<file path="src/rtl/qrs_pkg.sv">
// Shared types and constants for the quadratic root solver.
// No dependencies; every other file in rtl/ imports this package.
package qrs_pkg;

	localparam int COEF_BITS_DEF = 16;
	localparam int FRAC_BITS_DEF = 16;

	localparam int STATUS_BITS = 2;
	localparam int DISC_BITS   = 34;
	localparam int ROOT_BITS   = 34;
	localparam int OUT_BITS    = STATUS_BITS + DISC_BITS + 2 * ROOT_BITS;
	localparam int OUT_W       = ((OUT_BITS + 7) / 8) * 8;

	typedef enum logic [STATUS_BITS-1:0] {
		ST_A_ZERO  = 2'd0,
		ST_NO_REAL = 2'd1,
		ST_DOUBLE  = 2'd2,
		ST_TWO     = 2'd3
	} status_t;

endpackage

</file>
<file path="src/rtl/qrs_div_cell.sv">
// One cell of the divider chain: one quotient bit per cycle for both roots while en is high.
// Depends on qrs_pkg (imported for house consistency).
module qrs_div_cell #(
	parameter int QW = 34,
	parameter int DW = 17,
	parameter int SW = 8
) (
	input  logic           clk,
	input  logic           arst_n,
	input  logic           en,
	input  logic           in_valid,
	input  logic [QW-1:0]  in_num [2],
	input  logic [DW-1:0]  in_rem [2],
	input  logic [DW-1:0]  in_den,
	input  logic [SW-1:0]  in_side,
	output logic           out_valid,
	output logic [QW-1:0]  out_num [2],
	output logic [DW-1:0]  out_rem [2],
	output logic [DW-1:0]  out_den,
	output logic [SW-1:0]  out_side
);
	import qrs_pkg::*;

	logic [DW:0] remx [2];
	logic [DW:0] dx;
	logic        ge   [2];

	assign dx = {1'b0, in_den};

	always_comb begin
		for (int l = 0; l < 2; l++) begin
			remx[l] = {in_rem[l], in_num[l][QW-1]};
			ge[l]   = (remx[l] >= dx);
		end
	end

	always_ff @(posedge clk or negedge arst_n) begin
		if (!arst_n) begin
			out_valid <= 1'b0;
		end else if (en) begin
			out_valid <= in_valid;
		end
	end

	// numerator register shifts out dividend bits and shifts in quotient bits
	always_ff @(posedge clk) begin
		if (en) begin
			for (int l = 0; l < 2; l++) begin
				out_num[l] <= {in_num[l][QW-2:0], ge[l]};
				out_rem[l] <= ge[l] ? DW'(remx[l] - dx) : remx[l][DW-1:0];
			end
			out_den  <= in_den;
			out_side <= in_side;
		end
	end

endmodule

</file>
<file path="config.mk">
export PLATFORM = sky130hd
export DESIGN_NAME = qrs_div_cell
export DESIGN_NICKNAME = d
export VERILOG_FILES = /design/src/rtl/qrs_pkg.sv /design/src/rtl/qrs_div_cell.sv
export SDC_FILE = /design/constraint.sdc
export NUM_CORES = 1
export LEC_CHECK = 0
export ABC_CLOCK_PERIOD_IN_PS = 900
export BUFFER_PORTS_ARGS = -buffer_cell sky130_fd_sc_hd__buf_2
export CAP_MARGIN = 0
export CORE_ASPECT_RATIO = 0.7
export CORE_UTILIZATION = 48
export CTS_CLUSTER_DIAMETER = 30
export DETAILED_ROUTE_END_ITERATION = 12
export GPL_TIMING_DRIVEN = 0
export PLACE_DENSITY_LB_ADDON = 0.12
export SYNTH_ARGS = -nofsm -noshare
export SYNTH_HDL_FRONTEND = slang
export SYNTH_SLANG_ARGS = --single-unit
</file>
<file path="constraint.sdc">
create_clock -name clk -period 0.9 [get_ports clk]
set_input_delay 0.18 -clock clk [delete_from_list [all_inputs] [get_ports clk]]
set_output_delay 0.18 -clock clk [all_outputs]
set_load 0.01 [all_outputs]
</file>
==> results of run 1 <==
-- synth_stat cells, types with 3 or more instances --
| cell type | n |
|---|---|
| buf_2 | 5 |
| o21ai_0 | 16 |
| inv_1 | 24 |
| a2111oi_0 | 3 |
| o31ai_1 | 6 |
| or2_2 | 3 |
| edfxtp_1 | 127 |
| o21a_1 | 10 |
| a21o_1 | 15 |
| nor2_1 | 15 |
| nand3_1 | 14 |
| nor3b_1 | 3 |
| xor2_1 | 4 |
| nor3_1 | 3 |
| nand2_1 | 34 |
| a211oi_1 | 4 |
| xnor2_1 | 15 |
| clkbuf_1 | 3 |
| mux2_2 | 18 |
| ha_1 | 34 |
| nor2b_1 | 5 |
| a31oi_1 | 3 |
| mux2_4 | 4 |
| and2_1 | 4 |
| and4_1 | 4 |
| a21oi_1 | 26 |
| buf_6 | 3 |
-- per-stage QoR --
step | cells | util [%] | area, um2 | power, W | hold WS [ns]
after floorplan | 445 | - | 6250 | 0.00948 | -0.116
after global placement | 865 | 62.3 | 7740 | 0.0108 | -0.0444
after detailed placement | 866 | 62.6 | 7770 | 0.0109 | -0.0409
after CTS | 1013 | 78.7 | 9780 | 0.0186 | 0.0505
after global routing | 1019 | 81.2 | 10100 | 0.0197 | 0.0566
final | 1019 | 81.2 | 10100 | 0.0191 | 0.0621
-- power by group through the flow --
stage / sequential [W] / combinational, W / clock [W]
after floorplan: 0.00791 / 0.00157 / 0
after global placement: 0.00755 / 0.00326 / 0
after detailed placement: 0.00755 / 0.00332 / 0
after CTS: 0.00744 / 0.00411 / 0.00709
after global routing: 0.00751 / 0.00483 / 0.00735
final: 0.00745 / 0.00453 / 0.00708
-- cells by family (layout without fill, tap and decap cells) --
kind of cell	count (synthesis)	count (layout)
flip-flops	128	128
AO/OA/AOI/OAI	109	109
AND/OR/NAND/NOR	94	94
buffers and inverters	37	449
adder cells (fa/ha/maj)	36	36
multiplexers	22	22
XOR/XNOR	19	19
-- layout make-up --
| class | instances | area [um2] | area share, % |
|---|---|---|---|
| multi-input combinational | 280 | 2590 | 25.7 |
| tap | 162 | 203 | 2.01 |
| timing repair buffer | 382 | 2620 | 25.9 |
| clock inverter | 15 | 178 | 1.76 |
| buffer | 9 | 95.1 | 0.943 |
| clock buffer | 17 | 425 | 4.22 |
| inverter | 26 | 134 | 1.33 |
| sequential | 128 | 3840 | 38.1 |
-- sequential cells by signal, indices dropped and copies added (netlist names) --
name and count:
out_side 8, out_rem 34, out_valid 1, out_den 17, out_num 68
-- repair_timing --
| item | CTS | global route |
|---|---|---|
| cloned | 2 | 0 |
| pin swaps | 18 | 19 |
| endpoints found under the hold margin | 93 | 0 |
| endpoints found under the setup margin | 165 | 210 |
| resized for setup | 57 | 57 |
| hold buffers | 93 | 0 |
| setup buffers | 21 | 8 |
-- per-layer routing --
layer	vias to the layer above	GRT usage (%)	wire (um)
met5	-	0	0
met4	0	9.16	380
met3	33	7.93	1380
met2	239	48.0	9930
met1	2646	36.3	8040
li1	2516	-	-
-- worst max-delay path by stage --
| stage | start | endpoint | slack (ns) | cells after the start |
|---|---|---|---|---|
| 2_1_floorplan | in_num[33] | out_rem[12] | -1.37 | 11 |
| 6_report | in_num[67] | out_rem[33] | -1.22 | 11 |
| 3_3_place_gp | en | out_valid | -1.82 | 2 |
| 3_5_place_dp | in_num[67] | out_rem[24] | -1.86 | 13 |
| 4_1_cts | in_num[33] | out_rem[8] | -1.10 | 12 |
| 5_1_grt | in_num[67] | out_rem[33] | -1.25 | 11 |
-- tightest hold or removal path: cells and delay by family --
family / cells / cell delay [ns]
and+or+nand+nor: 1 / 0.06
AOI/OAI and AO/OA: 1 / 0.05
buffers and inverters: 1 / 0.10
==> results.cfg, run 1 <==
[outcome]
outcome = finished, violations left
violations = negative setup slack

[logic_synthesis]
async_reset_ff_share_pct = 0.781
synth_area_um2 = 6120
synth_compound_area_share_pct = 12.4
syn-num-nets = 612
synthDistinctLibCells = 60
syn_area_per_cell_um2 = 13.8
synth_top_cell_by_area = edfxtp_1
yosysTopAreaCellShare_pct = 62.3
synth_top_cells_by_area = edfxtp_1 (62%), ha_1 (6.9%), mux2_2 (3.3%), xnor2_1 (2.1%), a21oi_1 (2.1%)
yosysWarnings = 0
ys_seq_area_share_pct = 62.7
syn_inst = 445
synthMuxAreaShare_pct = 4.29
yosys.area_share.simple_pct = 7.60
synth_xor_xnor_area_share_pct = 2.72
ys.flop_type = edfxtp_1
synthAdderAreaFrac_pct = 7.60
synth_top_family_by_area = compound AO/OA/AOI/OAI gates
synth_edf_count = 127
synth-seq-cells = 128

[drt]
viasPerCell = 5.33
drc_errors = 0
drtIter0Drc = 439
routed_wl_um = 19700
post_drt_wl_per_cell_um = 19.4
ant_nets = 0
via_count = 5434
firstDrtPassIters = 4

[clock_network]
numCtsBuffers = 17
clock_latency_ns = 0.42
clkSlewWorstSetupHoldPaths_ns = 0.06
clkSinkCount = 128
clk_path_buf_depth = 2
clockRootBuffer = clkbuf_16
cts_tree = yes
cts_max_level = 4

[grt]
grt_pass1_wl_um = 27400
grt_pass1_vias = 5206
grt_max_degree = 46
overflow = 0
antenna_found_initial = 0
grt.total_usage_pct = 28.6

[worst_setup_path]
crit_buf_inv = 3
r2r_slack_ns = 0.01
worstPathCellList = buf_12 -> inv_12 -> ha_4 -> inv_2 -> fa_2 -> a21oi_4 -> o211ai_1 -> a221oi_2 -> a31oi_1 -> xor2_1 -> mux2_4
r2r_start = out_valid
r2r-end = out_valid
critPathRequiredTime_ns = 1.07
arrival_ns = 2.29
reg2reg_depth = 2
setup.worst_path.start_class = primary input
critPathKind = primary input to flop
cp-end-kind = flop
cpMaxStageDelayCell = a221oi_2
max_stage_delay_ns = 0.42
cp_top_family = compound AO/OA/AOI/OAI gates
cp_max_fo = 3

[power]
p_per_area_nw_per_um2 = 1890
p_sw_w = 0.00533
switching_share_pct = 28.0
clock_power_share_pct = 37.1
power_frac_comb_pct = 23.8
p_int_w = 0.0137
p_seq_share_pct = 39.1
p_leak_nw = 4.32
max-vdd-ir-drop_v = 0.00169

[sta]
slew_headroom_pct = 64.6
finalMaxSlewViolations = 0
hold_violations = 0
max_freq_mhz = 471
fin_crit_ns = 2.12
worstMarginPinSlew_ns = 0.531
finalSetupViolations = 164
fin_ws_ns = -1.22
rsz0062_at_grt = yes
fin_crit_sh_pct = 236
tns_ns = -66.19
fin_skew_ns = 0

[floorplanning]
fp.dieH_um = 96.5
core_um2 = 12400
start_util_pct = 49.3
die_area_um2 = 13200
die_x_um = 137
io_pins = 259
rows = 34

[placement]
place_congestion = 0.856
post-dp-hpwl_um = 12000
io_buffers = 258
post-place-ws_ns = -1.86

[run]
maxCapViolCount = 0

[final_layout]
area.growth.synth_to_final_pct = 64.6
layout_common_cells = buf_2 (251), edfxtp_1 (127), dlygate4sd3_1 (93), nand2_1 (32), buf_4 (25)
antenna_cells = 0
drive_gt1_share_pct = 49.8
layout_commonest_cell = buf_2
final.fill_count = 735
final_nets = 1011

[hold_path]
holdPathStages = 3
hold_class = primary input to flop
min-delay-start = in_rem[12]
min_to = out_rem[13]
Note: power is estimated with default switching activity, not from simulation.
==> inputs of run 2 (changes only) <==
- BUFFER_PORTS_ARGS: -buffer_cell sky130_fd_sc_hd__buf_2 -> unset
- CORE_UTILIZATION: 48 -> 63
- DONT_BUFFER_PORTS: unset -> 1
==> run 2 against run 1 <==
Against the previous run:
- the flow now stops in global routing
- area after synthesis unchanged
- synthesized cell count is the same
==> results.cfg, run 2 <==
[sta]
worst-ep-kind = register data pin
worstEndpointGrtRepair = out_rem[33]$_DFFE_PP_/D

[logic_synthesis]
syn-num-nets = 612
synth.most_common_cell = edfxtp_1
ys.flop_type = edfxtp_1
synth_area_um2 = 6120
yosysWarnings = 0
synth_top_cells_by_area = edfxtp_1 (62%), ha_1 (6.9%), mux2_2 (3.3%), xnor2_1 (2.1%), a21oi_1 (2.1%)
synth_top_cell_by_area = edfxtp_1
yosysTopAreaCellShare_pct = 62.3
syn_inst = 445
synthTopCellsByCount = edfxtp_1 (127), ha_1 (34), nand2_1 (34)
async_reset_ff_share_pct = 0.781
syn_area_per_cell_um2 = 13.8
synth-seq-cells = 128
synth_edf_count = 127
ys_seq_area_share_pct = 62.7
synthDistinctLibCells = 60

[outcome]
outcome = aborted with a tool error
failing_step = global routing
stop_error = [ERROR DPL-0038] Utilization greater than 100%, impossible to legalize

[placement]
placement.cell_area_um2 = 6400
post-place-ws_ns = -1.71
post-dp-hpwl_um = 10400
place_congestion = 0.902
io_buffers = 0

[clock_network]
clk_path_buf_depth = 2
clkSinkCount = 128
numCtsBuffers = 17
clockRootBuffer = clkbuf_16
cts_max_level = 4

[floorplanning]
io_pins = 259
fp.dieH_um = 84.5
rows = 29
die_x_um = 120
start_util_pct = 66.2

[grt]
grt_max_degree = 129
-- run 2: cell counts after synthesis --
Identical to the previous run, type by type.
-- run 2: through the flow --
stage | instances | hold WS (ns)
4_1_cts | 749 | -0.126
3_5_place_dp | 569 | -0.116
3_3_place_gp | 569 | -0.116
2_1_floorplan | 445 | -0.116
-- run 2: cell families after synthesis --
| family | after synthesis | share of synthesized area [%] |
|---|---|---|
| buffers and inverters | 37 | 2.74 |
| xor gates and xnor gates | 19 | 2.72 |
| AOI/OAI and AO/OA | 109 | 12.4 |
| and+or+nand+nor | 94 | 7.60 |
| DFF | 128 | 62.7 |
| adders and majority gates | 36 | 7.60 |
| muxes | 22 | 4.29 |
-- run 2: timing repair --
item / 4_1_cts
setup buffers: 27
resized for setup: 49
gates cloned: 1
pin swaps: 12
hold buffers: 122
hold endpoints to repair: 248
endpoints found under the setup margin: 164
==> inputs of run 3 (changes only) <==
- CORE_ASPECT_RATIO: 0.7 -> unset
- CORE_UTILIZATION: 63 -> 40
- CTS_CLUSTER_DIAMETER: 30 -> unset
- PLACE_DENSITY_LB_ADDON: 0.12 -> 0.15
==> run 3 against run 2 <==
Against the previous run:
- the flow now finishes, with violations (negative hold slack, negative setup slack)
==> results.cfg, run 3 (same netlist as run 1, synthesis figures left out) <==
[clock_network]
cts_max_level = 4
clock_latency_ns = 0.42
hold_buffers = 125
clkSinkCount = 128
numCtsBuffers = 17
clkSlewWorstSetupHoldPaths_ns = 0.07
clk_path_buf_depth = 2
cts_tree = yes
clockRootBuffer = clkbuf_16

[final_layout]
regMostFlops = out_num
final.fill_count = 1198
final_nets = 779
multi_input_area_um2 = 2450
layout_common_cells = edfxtp_1 (127), dlygate4sd3_1 (125), nand2_1 (31)
area.growth.synth_to_final_pct = 43.6
antenna_cells = 0
drive_gt1_share_pct = 23.8
seqCellArea_um2 = 3840
largest_register_ffs = 68
top_regs = out_num: 68 flops, out_rem: 34 flops, out_den: 17 flops
finalInstanceArea_um2 = 8790
layout_commonest_cell = edfxtp_1

[worst_setup_path]
arrival_ns = 2.03
cpMostUsedCell = inv_2
worstPathCellList = inv_12 -> ha_4 -> inv_2 -> fa_2 -> a21o_1 -> and2_4 -> o31a_4 -> o21ai_4 -> inv_2 -> buf_8 -> mux2_4
r2r_start = out_valid
cp-end-kind = flop
cp-startpoint = in_num[33]
max_stage_delay_ns = 0.33
cpMaxStageDelayCell = fa_2
critPathRequiredTime_ns = 1.07
critPathKind = primary input to flop
cp_max_fo = 9
setup.worst_path.start_class = primary input

[placement]
post-place-ws_ns = -1.68
post-dp-hpwl_um = 11100
io_buffers = 0
placement.cell_area_um2 = 6480
place_congestion = 0.851

[sta]
slew_headroom_pct = 64.2
fin_crit_ns = 1.86
hold_violations = 41
fin_ws_ns = -0.963
fin_crit_sh_pct = 207
rsz0062_at_grt = yes
fin_skew_ns = 0
finalSetupViolations = 164
finalMaxSlewViolations = 0
max_freq_mhz = 537
worstMarginPinSlew_ns = 0.531
fin_hold_ws_ns = -0.126

[drt]
ant_nets = 0
post_drt_wl_per_cell_um = 21.5
drc_errors = 0
via_count = 4341
drtIter0Drc = 285
routed_wl_um = 17400
viasPerCell = 5.37
firstDrtPassIters = 4

[floorplanning]
fp.dieH_um = 126
io_pins = 259
core_um2 = 14800
start_util_pct = 41.5
rows = 44
die_x_um = 126
die_area_um2 = 15800

[run]
maxCapViolCount = 0

[grt]
grt_pass1_wl_um = 25800
overflow = 0
grt_pass1_vias = 4455
antenna_found_initial = 0
grt_max_degree = 129
grt.total_usage_pct = 22.2

[outcome]
violations = negative hold slack, negative setup slack
outcome = finished, violations left

[power]
power_w = 0.0175
p_leak_nw = 3.30
p_per_area_nw_per_um2 = 1990
max-vdd-ir-drop_v = 0.00123

[hold_path]
min-delay-start = en
hold_class = primary input to flop
[run 3: final cells by class]
type / instances / area share, %
Sequential cell: 128 / 43.7
Multi-Input combinational cell: 280 / 27.8
Timing Repair Buffer: 150 / 16.8
Clock buffer: 17 / 4.84
Tap cell: 184 / 2.62
Clock inverter: 15 / 1.68
Inverter: 26 / 1.61
Buffer: 9 / 0.968
[run 3: worst max-delay path: cells and delay by family]
family | cells | cell delay [ns]
AO/OA/AOI/OAI | 3 | 0.65
adder cells (fa/ha/maj) | 2 | 0.45
multiplexers | 1 | 0.29
buffers and inverters | 4 | 0.28
AND/OR/NAND/NOR | 1 | 0.17
[run 3: worst paths after layout]
path,end,slack [ns],cells after the start
max,out_rem[12],-0.96,11
min,out_rem[30],-0.13,0
max reg2reg,out_valid,0.10,1
min reg2reg,out_valid,0.59,1
max in group asynchronous,out_valid,0.30,2
min in group asynchronous,out_valid,0.50,2
[run 3: per-layer routing]
metal / up-vias / GRT usage (%) / wire length, um / share of wire [%]
met5: - / 0 / 0 / 0
met4: 0 / 5.81 / 97 / 0.56
met3: 9 / 8.96 / 1550 / 8.9
met2: 190 / 38.7 / 8960 / 51
met1: 2089 / 25.0 / 6790 / 39
li1: 2053 / - / - / -
[run 3: where the power goes]
group	switching [W]	internal [W]
Sequential	0.000586	0.00733
Clock	0.00287	0.00388
Combinational	0.00128	0.00159
Total	0.00473	0.0128
[run 3: what timing repair did]
action / in CTS / in global routing
buffers inserted: 22 / 2
gates resized for setup: 39 / 22
endpoints found under the setup margin: 164 / 164
endpoints found under the hold margin: 251 / 128
cloned: 1 / 0
pin swaps: 16 / 7
[run 3: metrics by stage]
| step | hold WS (ns) | instances | util [%] | setup TNS, ns |
|---|---|---|---|---|
| after global placement | -0.116 | 629 | 43.9 | -55.55 |
| after detailed placement | -0.116 | 629 | 43.9 | -54.90 |
| after global routing | -0.158 | 809 | 59.6 | -54.58 |
| final | -0.126 | 809 | 59.6 | -48.31 |
| after floorplan | -0.116 | 445 | - | -43.99 |
| after CTS | -0.147 | 808 | 58.9 | -51.57 |
