## src/rtl/qrs_pkg.sv

```systemverilog
// Shared types and constants for the quadratic root solver.
// No dependencies; every other file in rtl/ imports this package.
package qrs_pkg;

	localparam int COEF_BITS_DEF = 16;
	localparam int FRAC_BITS_DEF = 16;

	localparam int STATUS_BITS = 2;
	localparam int DISC_BITS   = 34;
	localparam int ROOT_BITS   = 34;
	localparam int OUT_BITS    = STATUS_BITS + DISC_BITS + 2 * ROOT_BITS;
	localparam int OUT_W       = ((OUT_BITS + 7) / 8) * 8;

	typedef enum logic [STATUS_BITS-1:0] {
		ST_A_ZERO  = 2'd0,
		ST_NO_REAL = 2'd1,
		ST_DOUBLE  = 2'd2,
		ST_TWO     = 2'd3
	} status_t;

endpackage

```

## src/rtl/qrs_sqrt_cell.sv

```systemverilog
// One cell of the square-root chain: resolves one root bit per cycle while en is high.
// Depends on qrs_pkg (imported for house consistency).
module qrs_sqrt_cell #(
	parameter int P  = 33,
	parameter int SW = 8
) (
	input  logic            clk,
	input  logic            arst_n,
	input  logic            en,
	input  logic            in_valid,
	input  logic [2*P-1:0]  in_rad,
	input  logic [P-1:0]    in_root,
	input  logic [P+2:0]    in_rem,
	input  logic [SW-1:0]   in_side,
	output logic            out_valid,
	output logic [2*P-1:0]  out_rad,
	output logic [P-1:0]    out_root,
	output logic [P+2:0]    out_rem,
	output logic [SW-1:0]   out_side
);
	import qrs_pkg::*;

	logic [P+2:0] remx;
	logic [P+2:0] trial;
	logic         ge;

	// bring down the next radicand pair and try root*4+1
	assign remx  = {in_rem[P:0], in_rad[2*P-1:2*P-2]};
	assign trial = {1'b0, in_root, 2'b01};
	assign ge    = (remx >= trial);

	always_ff @(posedge clk or negedge arst_n) begin
		if (!arst_n) begin
			out_valid <= 1'b0;
		end else if (en) begin
			out_valid <= in_valid;
		end
	end

	always_ff @(posedge clk) begin
		if (en) begin
			out_rad  <= {in_rad[2*P-3:0], 2'b00};
			out_root <= {in_root[P-2:0], ge};
			out_rem  <= ge ? (remx - trial) : remx;
			out_side <= in_side;
		end
	end

endmodule

```

## config.mk

```make
export PLATFORM = sky130hd
export DESIGN_NAME = qrs_sqrt_cell
export DESIGN_NICKNAME = d
export VERILOG_FILES = /design/src/rtl/qrs_pkg.sv /design/src/rtl/qrs_sqrt_cell.sv
export SDC_FILE = /design/constraint.sdc
export NUM_CORES = 1
export LEC_CHECK = 0
export ABC_AREA = 1
export BUFFER_PORTS_ARGS = -buffer_cell sky130_fd_sc_hd__buf_4
export CAP_MARGIN = 20
export CORE_MARGIN = 5
export CORE_UTILIZATION = 51
export CTS_BUF_LIST = sky130_fd_sc_hd__clkbuf_4 sky130_fd_sc_hd__clkbuf_8
export DETAILED_ROUTE_END_ITERATION = 10
export MAX_ROUTING_LAYER = met4
export PLACE_DENSITY = 0.83
export SLEW_MARGIN = 30
export SYNTH_ARGS = -nofsm -noshare
export SYNTH_HDL_FRONTEND = slang
export SYNTH_SLANG_ARGS = --single-unit
```

## constraint.sdc

```tcl
create_clock -name clk -period 0.9 [get_ports clk]
set_input_delay 0.18 -clock clk [delete_from_list [all_inputs] [get_ports clk]]
set_output_delay 0.18 -clock clk [all_outputs]
set_load 0.02 [all_outputs]
```

==> out/results.tsv, run 1 <==
stage	metric	value	unit
run_status	status	did not finish	
run_status	failing step	global routing	
run_status	error message	[ERROR DPL-0038] Utilization greater than 100%, impossible to legalize	
synthesis	Post-Syn Area per Cell	9.12	µm²
floorplan	Die X	132	µm
synthesis	Yosys cell types	29	
synthesis	Ys Warns	0	
floorplan	# rows	44	
synthesis	share of the synthesized area in the top cell type	0.557	
floorplan	Die H	132	µm
synthesis	Synth area leader	edfxtp_1	
timing	GRT worst endpoint	out_rem[22]$_DFFE_PP_/D	
synthesis	post-synthesis cell area	7600	µm²
synthesis	share of the yosys chip area belonging to registers	0.560	
clocking	Clock Path Buffers	2	
synthesis	top-count cell post-synth	nand2_1	
synthesis	top post-synthesis cells by area	edfxtp_1, nand2_1, inv_1, ha_1, nor2_1	
synthesis	register bit count reported by yosys	142	
placement	Placed Area	11400	µm²
floorplan	IO Pins	291	
synthesis	Post-synth EDFFs	141	
clocking	H-tree levels	4	
timing	worst endpoint type	sequential cell input	
placement	worst slack, placed	-1.20	ns
clocking	TritonCTS Buffers	17	
placement	IO buf count	286	
clocking	CTS Sinks	142	
placement	Detail Placement HPWL	22.1	mm
synthesis	share of flip-flops with an asynchronous set or reset	0.00704	
synthesis	Cells after Synth	834	
synthesis	Synth top cells by count	nand2_1, edfxtp_1, inv_1	
global_routing	largest net degree at the start of global routing	54	
synthesis	Synth Flop Type	edfxtp_1	
floorplan	Starting Density	0.521	
clocking	Root Buffer	clkbuf_8	
placement	GP Congestion	0.911	
[logic make-up after synthesis]
group | share of synthesized area
compound gates | 0.0298
xor+xnor | 0.0219
fa+ha+maj | 0.0576
buf+inv | 0.0800
flops | 0.560
mux | 0.00148
other cells | 0.000493
simple gates | 0.249
[timing repair]
action	4_1_cts
hold buffers	111
resized for setup	224
hold endpoints to repair	111
pin swaps	17
setup endpoints to repair	179
buffers inserted	14
gates cloned	2
[stage by stage]
stage	util	std cells	hold slack, ns
floorplan	-	835	-0.116
global placement	0.778	1408	-0.0449
detailed placement	0.778	1408	-0.0403
CTS	0.945	1567	0.000631
==> run 2, diff against run 1 <==
--- a/config.mk
+++ b/config.mk
@@ -9,11 +9,9 @@
 export BUFFER_PORTS_ARGS = -buffer_cell sky130_fd_sc_hd__buf_4
 export CAP_MARGIN = 20
 export CORE_MARGIN = 5
-export CORE_UTILIZATION = 51
-export CTS_BUF_LIST = sky130_fd_sc_hd__clkbuf_4 sky130_fd_sc_hd__clkbuf_8
+export CORE_UTILIZATION = 40
 export DETAILED_ROUTE_END_ITERATION = 10
-export MAX_ROUTING_LAYER = met4
-export PLACE_DENSITY = 0.83
+export PLACE_DENSITY_LB_ADDON = 0.15
 export SLEW_MARGIN = 30
 export SYNTH_ARGS = -nofsm -noshare
 export SYNTH_HDL_FRONTEND = slang
==> run 2 against run 1 <==
  * Synthesized cell count did not move
  * Synthesized area did not move
  * The flow now finishes, with violations (setup timing)
==> out/results.tsv, run 2 <==
stage	metric	value	unit
synthesis	share of the yosys chip area belonging to registers	0.560	
final_layout	Multi-input gate area	3410	µm²
timing	Final WS setup	-0.682	ns
clocking	H-tree levels	4	
clocking	Clock Latency Late Sink	0.42	ns
global_routing	vias in the first global route	7779	
floorplan	Die X	148	µm
global_routing	largest net degree at the start of global routing	30	
synthesis	post-synthesis cell area	7600	µm²
global_routing	grt met1 use	0.306	
global_routing	antenna violations before repair	0	
final_layout	n_diodes	0	
critical_path	RR Startpoint	out_valid$_DFFE_PN0P_	
routing	TritonRoute pass-1 iters	5	
synthesis	Simple-Gate Fraction of Synth Area	0.249	
min_path	Hold Startpoint	in_root[18]	
routing	post-route ant nets	0	
synthesis	largest family of logic cells by synthesized area	simple AND/OR/NAND/NOR gates	
pwr	Leakage	6.63	nW
synthesis	Synth area leader	edfxtp_1	
floorplan	Starting Density	0.406	
critical_path	cells on worst reg2reg path	2	
critical_path	slowest stage cell, crit path	ha_4	
min_path	Tightest Hold Check Type	in -> reg	
min_path	hold path cells	2	
critical_path	RR Endpoint	out_valid$_DFFE_PN0P_	
final_layout	commonest non-fill, non-tap cell in the layout	nand2_1	
global_routing	M3 GR Usage	0.0460	
run_status	violations in the final reports	setup timing	
run_status	status	finished, violations left	
clocking	CTS tree	built	
timing	# setup viols final	180	
final_layout	max FFs per register	64	
timing	Clock Skew	0	ns
timing	Max Freq	632	MHz
timing	worst hold slack	0.0492	ns
floorplan	core area	18700	µm²
final_layout	fin nets	1552	
critical_path	CP most frequent cell	nand2_1	
synthesis	Post-Synth Adder-Cell Area	0.0576	
run	max-cap violation count	0	
synthesis	Post-synth EDFFs	141	
global_routing	gr busiest metal	met2	
critical_path	CP Launch Type	primary input	
global_routing	first-pass GRT wire length	43.1	mm
synthesis	Synth Area in XOR/XNOR	0.0219	
synthesis	share of flip-flops with an asynchronous set or reset	0.00704	
final_layout	Top Registers	out_rad: 64 flops, out_rem: 36 flops, out_root: 33 flops	
clocking	Root Buffer	clkbuf_16	
placement	Detail Placement HPWL	19.8	mm
placement	GP Congestion	0.902	
pwr	Peak VDD IR	0.00131	V
final_layout	FILL cells	1304	
floorplan	IO Pins	291	
final_layout	Layout area overhead	84.0	%
clocking	Clock Path Buffers	2	
global_routing	met2 GRT Util	0.479	
critical_path	WS Path Type	in -> reg	
critical_path	critical path required time	1.08	ns
placement	IO buf count	286	
synthesis	top-count cell post-synth	nand2_1	
critical_path	Crit path largest cell delay	0.28	ns
critical_path	cells along the critical path	buf_4 > inv_6 > ha_4 > nand2_4 > nor2_4 > nand2_2 > nor2_1 > nand2_1 > nand3_2 > nand3_2 > nand2_4 > inv_6 > clkbuf_16 > nand2_1 > nand2_1	
final_layout	Top reg by flops	out_rad	
synthesis	share of the synthesized area in the top cell type	0.557	
clocking	CTS Sinks	142	
synthesis	Ys Warns	0	
clocking	TritonCTS Buffers	17	
critical_path	endpoint type of the worst setup path	flop	
final_layout	layout cells sized above 1	0.428	
routing	# DRC	0	
synthesis	Post-Syn Area per Cell	9.12	µm²
min_path	WHS Endpoint	out_root[19]$_DFFE_PP_	
critical_path	Worst Path Max Fanout	5	
clocking	CTS clk-pin slew, worst paths	0.07	ns
synthesis	Synth Flop Type	edfxtp_1	
floorplan	# rows	50	
global_routing	total gr overflow	0	
synthesis	multiplexer share of the synthesized area	0.00148	
floorplan	full die area	21900	µm²
final_layout	Seq. cell area	4260	µm²
critical_path	flop2flop setup slack	0	ns
routing	WL/cell	17.6	µm
timing	min Tclk post-route	1.58	ns
routing	Via Count	7499	
timing	Hold Violations, Final	0	
synthesis	Yosys cell types	29	
synthesis	register bit count reported by yosys	142	
timing	RSZ-0062 raised after global routing	yes	
routing	total wire length	28.5	mm
synthesis	Cells after Synth	834	
final_layout	commonest cells after routing, fill and taps aside	nand2_1, buf_4, buf_6	
timing	post-route clock period utilization	1.76	
synthesis	top post-synthesis cells by area	edfxtp_1, nand2_1, inv_1, ha_1, nor2_1	
pwr	pwr dens	1620	nW/µm²
floorplan	Die H	148	µm
global_routing	gr usage total	0.256	
synthesis	Synth top cells by count	nand2_1, edfxtp_1, inv_1	
critical_path	Worst EP arrival	1.76	ns
routing	1st-iter DRT viols	467	
routing	vias per inst	4.64	
timing	Pins Over Slew Limit	0	
synthesis	Synth Area in Compound Gates	0.0298	
final_layout	final core occ	0.748	
==> run 2: per-stage QoR <==
| step | instances | worst slack (ns) | TNS, ns | total power, mW | area (µm²) |
|---|---|---|---|---|---|
| after floorplan | 835 | -0.807 | -28.90 | 11.3 | 8150 |
| after CTS | 1611 | -0.653 | -58.08 | 22.5 | 13800 |
| final | 1617 | -0.682 | -58.23 | 22.6 | 14000 |
| after global routing | 1617 | -0.789 | -66.12 | 23.6 | 14000 |
| after global placement | 1459 | -1.15 | -41.88 | 14.1 | 11400 |
| after detailed placement | 1459 | -1.16 | -42.63 | 14.2 | 11400 |
==> run 2: what timing repair did <==
item                                    in CTS  in global routing
pin swaps                                   21                 13
endpoints found under the setup margin     179                180
setup buffers                               15                  6
gates cloned                                 1                  1
resized for setup                          177                 32
hold endpoints to repair                   105                  0
hold buffers                               105                  0
==> run 2: how the worst max path moves through the flow <==
stage	startpoint	end	depth (start not counted)
after floorplan	in_rem[23]	out_rem[18]$_DFFE_PP_	15
after global placement	in_root[27]	out_rem[31]$_DFFE_PP_	13
after detailed placement	in_root[17]	out_rem[1]$_DFFE_PP_	13
after CTS	in_rem[25]	out_rem[32]$_DFFE_PP_	15
after global routing	in_root[8]	out_rem[33]$_DFFE_PP_	12
final	in_root[14]	out_rem[28]$_DFFE_PP_	15
==> run 2: metal layers <==
metal / part of all wire / vias to the layer above
met3: 0.058 / 24
met2: 0.53 / 248
met1: 0.40 / 3491
met4: 0.016 / 0
met5: 0 / -
li1: - / 3736
==> run 2: worst max-delay path, delay by kind of cell <==
family | cells | cell delay, ns
fa+ha+maj | 1 | 0.28
buf+inv | 4 | 0.38
simple gates | 10 | 0.90
==> run 2: logic make-up (layout without fill, tap and decap cells) <==
group,count (synthesis),after routing
xor+xnor,19,19
fa+ha+maj,35,35
buf+inv,148,696
simple gates,446,446
flops,142,142
compound gates,42,42
other cells,1,2
mux,1,1
==> run 2: final cells by class <==
cell class	count	share of cell area
inverters	139	0.0385
well taps	234	0.0209
clock buffers	17	0.0304
repair buffers	525	0.350
clock inverters	15	0.0126
multi-input cells	545	0.243
flip-flops and latches	142	0.304
==> run 2: report_power, final <==
part	internal (mW)	switching, mW	leakage [nW]
clock network	3.98	3.27	0.298
logic	3.52	3.44	4.94
registers	8.07	0.336	1.39
Note: power is estimated with default switching activity, not from simulation.
==> run 3, diff against run 2 <==
--- a/config.mk
+++ b/config.mk
@@ -5,7 +5,7 @@
 export SDC_FILE = /design/constraint.sdc
 export NUM_CORES = 1
 export LEC_CHECK = 0
-export ABC_AREA = 1
+export ABC_AREA = 0
 export BUFFER_PORTS_ARGS = -buffer_cell sky130_fd_sc_hd__buf_4
 export CAP_MARGIN = 20
 export CORE_MARGIN = 5
==> run 3 against run 2 <==
  * The run still ends with setup timing left
  * Power shrank 1.6%
  * Fmax shrank 31%
  * Wire length down 15%
  * Die area is 9.2% lower
  * Synthesized area down 9.8%
  * Sequential share of layout area up 2.2 points
  * Register-to-register slack gained 0.13 ns
  * Setup slack got worse by 0.70 ns
  * Flip-flop and latch count unchanged
  * Largest power group unchanged
==> out/results.tsv, run 3 <==
stage	metric	value	unit
clocking	CTS tree	built	
floorplan	core area	16700	µm²
clocking	CTS clk-pin slew, worst paths	0.07	ns
placement	IO buf count	286	
synthesis	Synth Area in Compound Gates	0.105	
final_layout	layout cells sized above 1	0.534	
routing	total wire length	24.3	mm
routing	vias per inst	4.90	
synthesis	share of flip-flops with an asynchronous set or reset	0.00704	
critical_path	CP Launch Type	primary input	
run_status	violations in the final reports	setup timing	
synthesis	top-count cell post-synth	edfxtp_1	
final_layout	final instance area	13000	µm²
timing	final setup TNS	-82.94	ns
final_layout	commonest non-fill, non-tap cell in the layout	buf_4	
placement	Placed Area	10300	µm²
final_layout	max FFs per register	64	
global_routing	gr usage total	0.239	
synthesis	Post-Synth Adder-Cell Area	0.0639	
global_routing	vias in the first global route	6641	
critical_path	flop2flop setup slack	0.13	ns
routing	post-route ant nets	0	
final_layout	n_diodes	0	
floorplan	Die H	141	µm
clocking	Clock Latency Late Sink	0.42	ns
placement	Detail Placement HPWL	16.6	mm
final_layout	commonest cells after routing, fill and taps aside	buf_4, buf_6, edfxtp_1	
routing	1st-iter DRT viols	281	
synthesis	register bit count reported by yosys	142	
synthesis	Synth area leader	edfxtp_1	
synthesis	top post-synthesis cells by area	edfxtp_1, ha_1, mux2_4, inv_1, xnor2_1	
synthesis	Synth Area in XOR/XNOR	0.0396	
final_layout	Seq. cell area	4260	µm²
final_layout	Multi-input gate area	2810	µm²
final_layout	Final Non-Filler Cells	1256	
floorplan	Starting Density	0.410	
critical_path	critical path required time	1.08	ns
timing	post-route clock period utilization	2.53	
critical_path	slowest stage cell, crit path	mux2_4	
routing	Via Count	6150	
timing	Hold Violations, Final	0	
run_status	status	finished, violations left	
routing	TritonRoute pass-1 iters	5	
placement	GP Congestion	0.891	
critical_path	cells on worst reg2reg path	1	
synthesis	Synth Flop Type	edfxtp_1	
synthesis	share of the synthesized area in the top cell type	0.618	
critical_path	CP Launch Point	in_root[0]	
clocking	Clock Path Buffers	2	
pwr	pwr dens	1710	nW/µm²
routing	WL/cell	19.3	µm
synthesis	largest family of logic cells by synthesized area	compound AO/OA/AOI/OAI gates	
critical_path	RR Startpoint	out_valid$_DFFE_PN0P_	
floorplan	full die area	19900	µm²
critical_path	endpoint type of the worst setup path	flop	
timing	# setup viols final	179	
critical_path	WS Path Type	in -> reg	
timing	RSZ-0062 raised after global routing	yes	
final_layout	FILL cells	979	
clocking	TritonCTS Buffers	17	
critical_path	RR Endpoint	out_valid$_DFFE_PN0P_	
global_routing	first-pass GRT wire length	36.8	mm
critical_path	Worst EP arrival	2.46	ns
pwr	Peak VDD IR	0.00134	V
timing	Pins Over Slew Limit	0	
clocking	H-tree levels	4	
routing	# DRC	0	
global_routing	total gr overflow	0	
min_path	Tightest Hold Check Type	in -> async	
final_layout	Top Registers	out_rad: 64 flops, out_rem: 36 flops, out_root: 33 flops	
floorplan	Die X	141	µm
pwr	Pwr Total	22.3	mW
placement	worst slack, placed	-1.86	ns
pwr	Leakage	5.73	nW
final_layout	Top reg by flops	out_rad	
timing	Final WS setup	-1.38	ns
synthesis	Simple-Gate Fraction of Synth Area	0.0657	
timing	min Tclk post-route	2.28	ns
final_layout	fin nets	1205	
final_layout	final core occ	0.781	
global_routing	largest net degree at the start of global routing	44	
synthesis	multiplexer share of the synthesized area	0.0683	
synthesis	Yosys cell types	57	
synthesis	Post-synth EDFFs	141	
synthesis	post-synthesis cell area	6860	µm²
critical_path	Crit path largest cell delay	0.30	ns
run	max-cap violation count	0	
timing	Max Freq	438	MHz
timing	worst hold slack	0.0667	ns
critical_path	cells along the critical path	buf_8 > inv_4 > ha_4 > nor2b_4 > o311ai_4 > a32oi_2 > a31oi_4 > o211ai_4 > a41o_4 > a21oi_4 > inv_8 > buf_12 > mux2_4	
synthesis	share of the yosys chip area belonging to registers	0.621	
synthesis	Post-Syn Area per Cell	14.1	µm²
final_layout	Layout area overhead	90.2	%
clocking	CTS Sinks	142	
floorplan	# rows	47	
timing	Clock Skew	0	ns
critical_path	Worst Path Max Fanout	7	
placement	placed cells	1102	
synthesis	Synth top cells by count	edfxtp_1, inv_1, ha_1	
clocking	Root Buffer	clkbuf_16	
synthesis	Cells after Synth	487	
synthesis	Ys Warns	0	
floorplan	IO Pins	291	
global_routing	antenna violations before repair	0	
[run 3: changes by cell type after synthesis, sizes merged, moves of 6 or more]
cell    delta
a21oi      +6
nor2      -52
a21o       +8
xor2       -6
xnor2     +18
inv       -91
and3      +11
nand2    -293
nand3b    -11
o21ai     +11
nand3     -31
mux2      +31
[run 3: final cells by class]
| class | count | area share |
|---|---|---|
| clock buffer | 18 | 0.0329 |
| clock inverter | 14 | 0.0110 |
| inverter | 48 | 0.0150 |
| multi-input combinational | 289 | 0.215 |
| sequential | 142 | 0.327 |
| tap | 220 | 0.0211 |
| timing repair buffer | 525 | 0.378 |
[run 3: worst max path at each step]
stage                                       end  slack (ns)
final                      out_rem[6]$_DFFE_PP_       -1.38
after global placement    out_rem[29]$_DFFE_PP_       -1.82
after CTS                 out_rem[17]$_DFFE_PP_       -1.38
after detailed placement  out_rem[30]$_DFFE_PP_       -1.86
after floorplan           out_rem[10]$_DFFE_PP_       -1.75
after global routing       out_rem[6]$_DFFE_PP_       -1.44
[run 3: where the power goes]
group	switching (mW)	leakage, nW	internal, mW	total (mW)
combinational	3.00	4.07	3.83	6.82
clock	3.09	0.269	3.90	6.99
sequential	0.343	1.39	8.10	8.44
[run 3: logic make-up after synthesis]
group | count (synthesis)
muxes | 33
xor gates and xnor gates | 31
DFF | 142
other | 1
adders and majority gates | 35
AOI/OAI and AO/OA | 100
buffers and inverters | 57
and+or+nand+nor | 88
[run 3: routing by layer]
metal,part of all wire,vias to the layer above,GRT usage
li1,-,2903,-
met1,0.37,2947,0.270
met2,0.53,265,0.443
met3,0.074,35,0.0640
met4,0.022,0,0.0643
met5,0,-,0
[run 3: repair_timing]
item                                    CTS  global route
hold buffers                            106             0
pin swaps                                23            19
endpoints found under the hold margin   106             0
gates resized for setup                 196            28
cloned                                    4             0
setup buffers                             8             6
endpoints found under the setup margin  179           179
[run 3: critical path: cells and delay by family]
kind | cells | cell delay, ns
fa+ha+maj | 1 | 0.19
buf+inv | 4 | 0.41
compound gates | 6 | 1.21
mux | 1 | 0.30
simple gates | 1 | 0.13
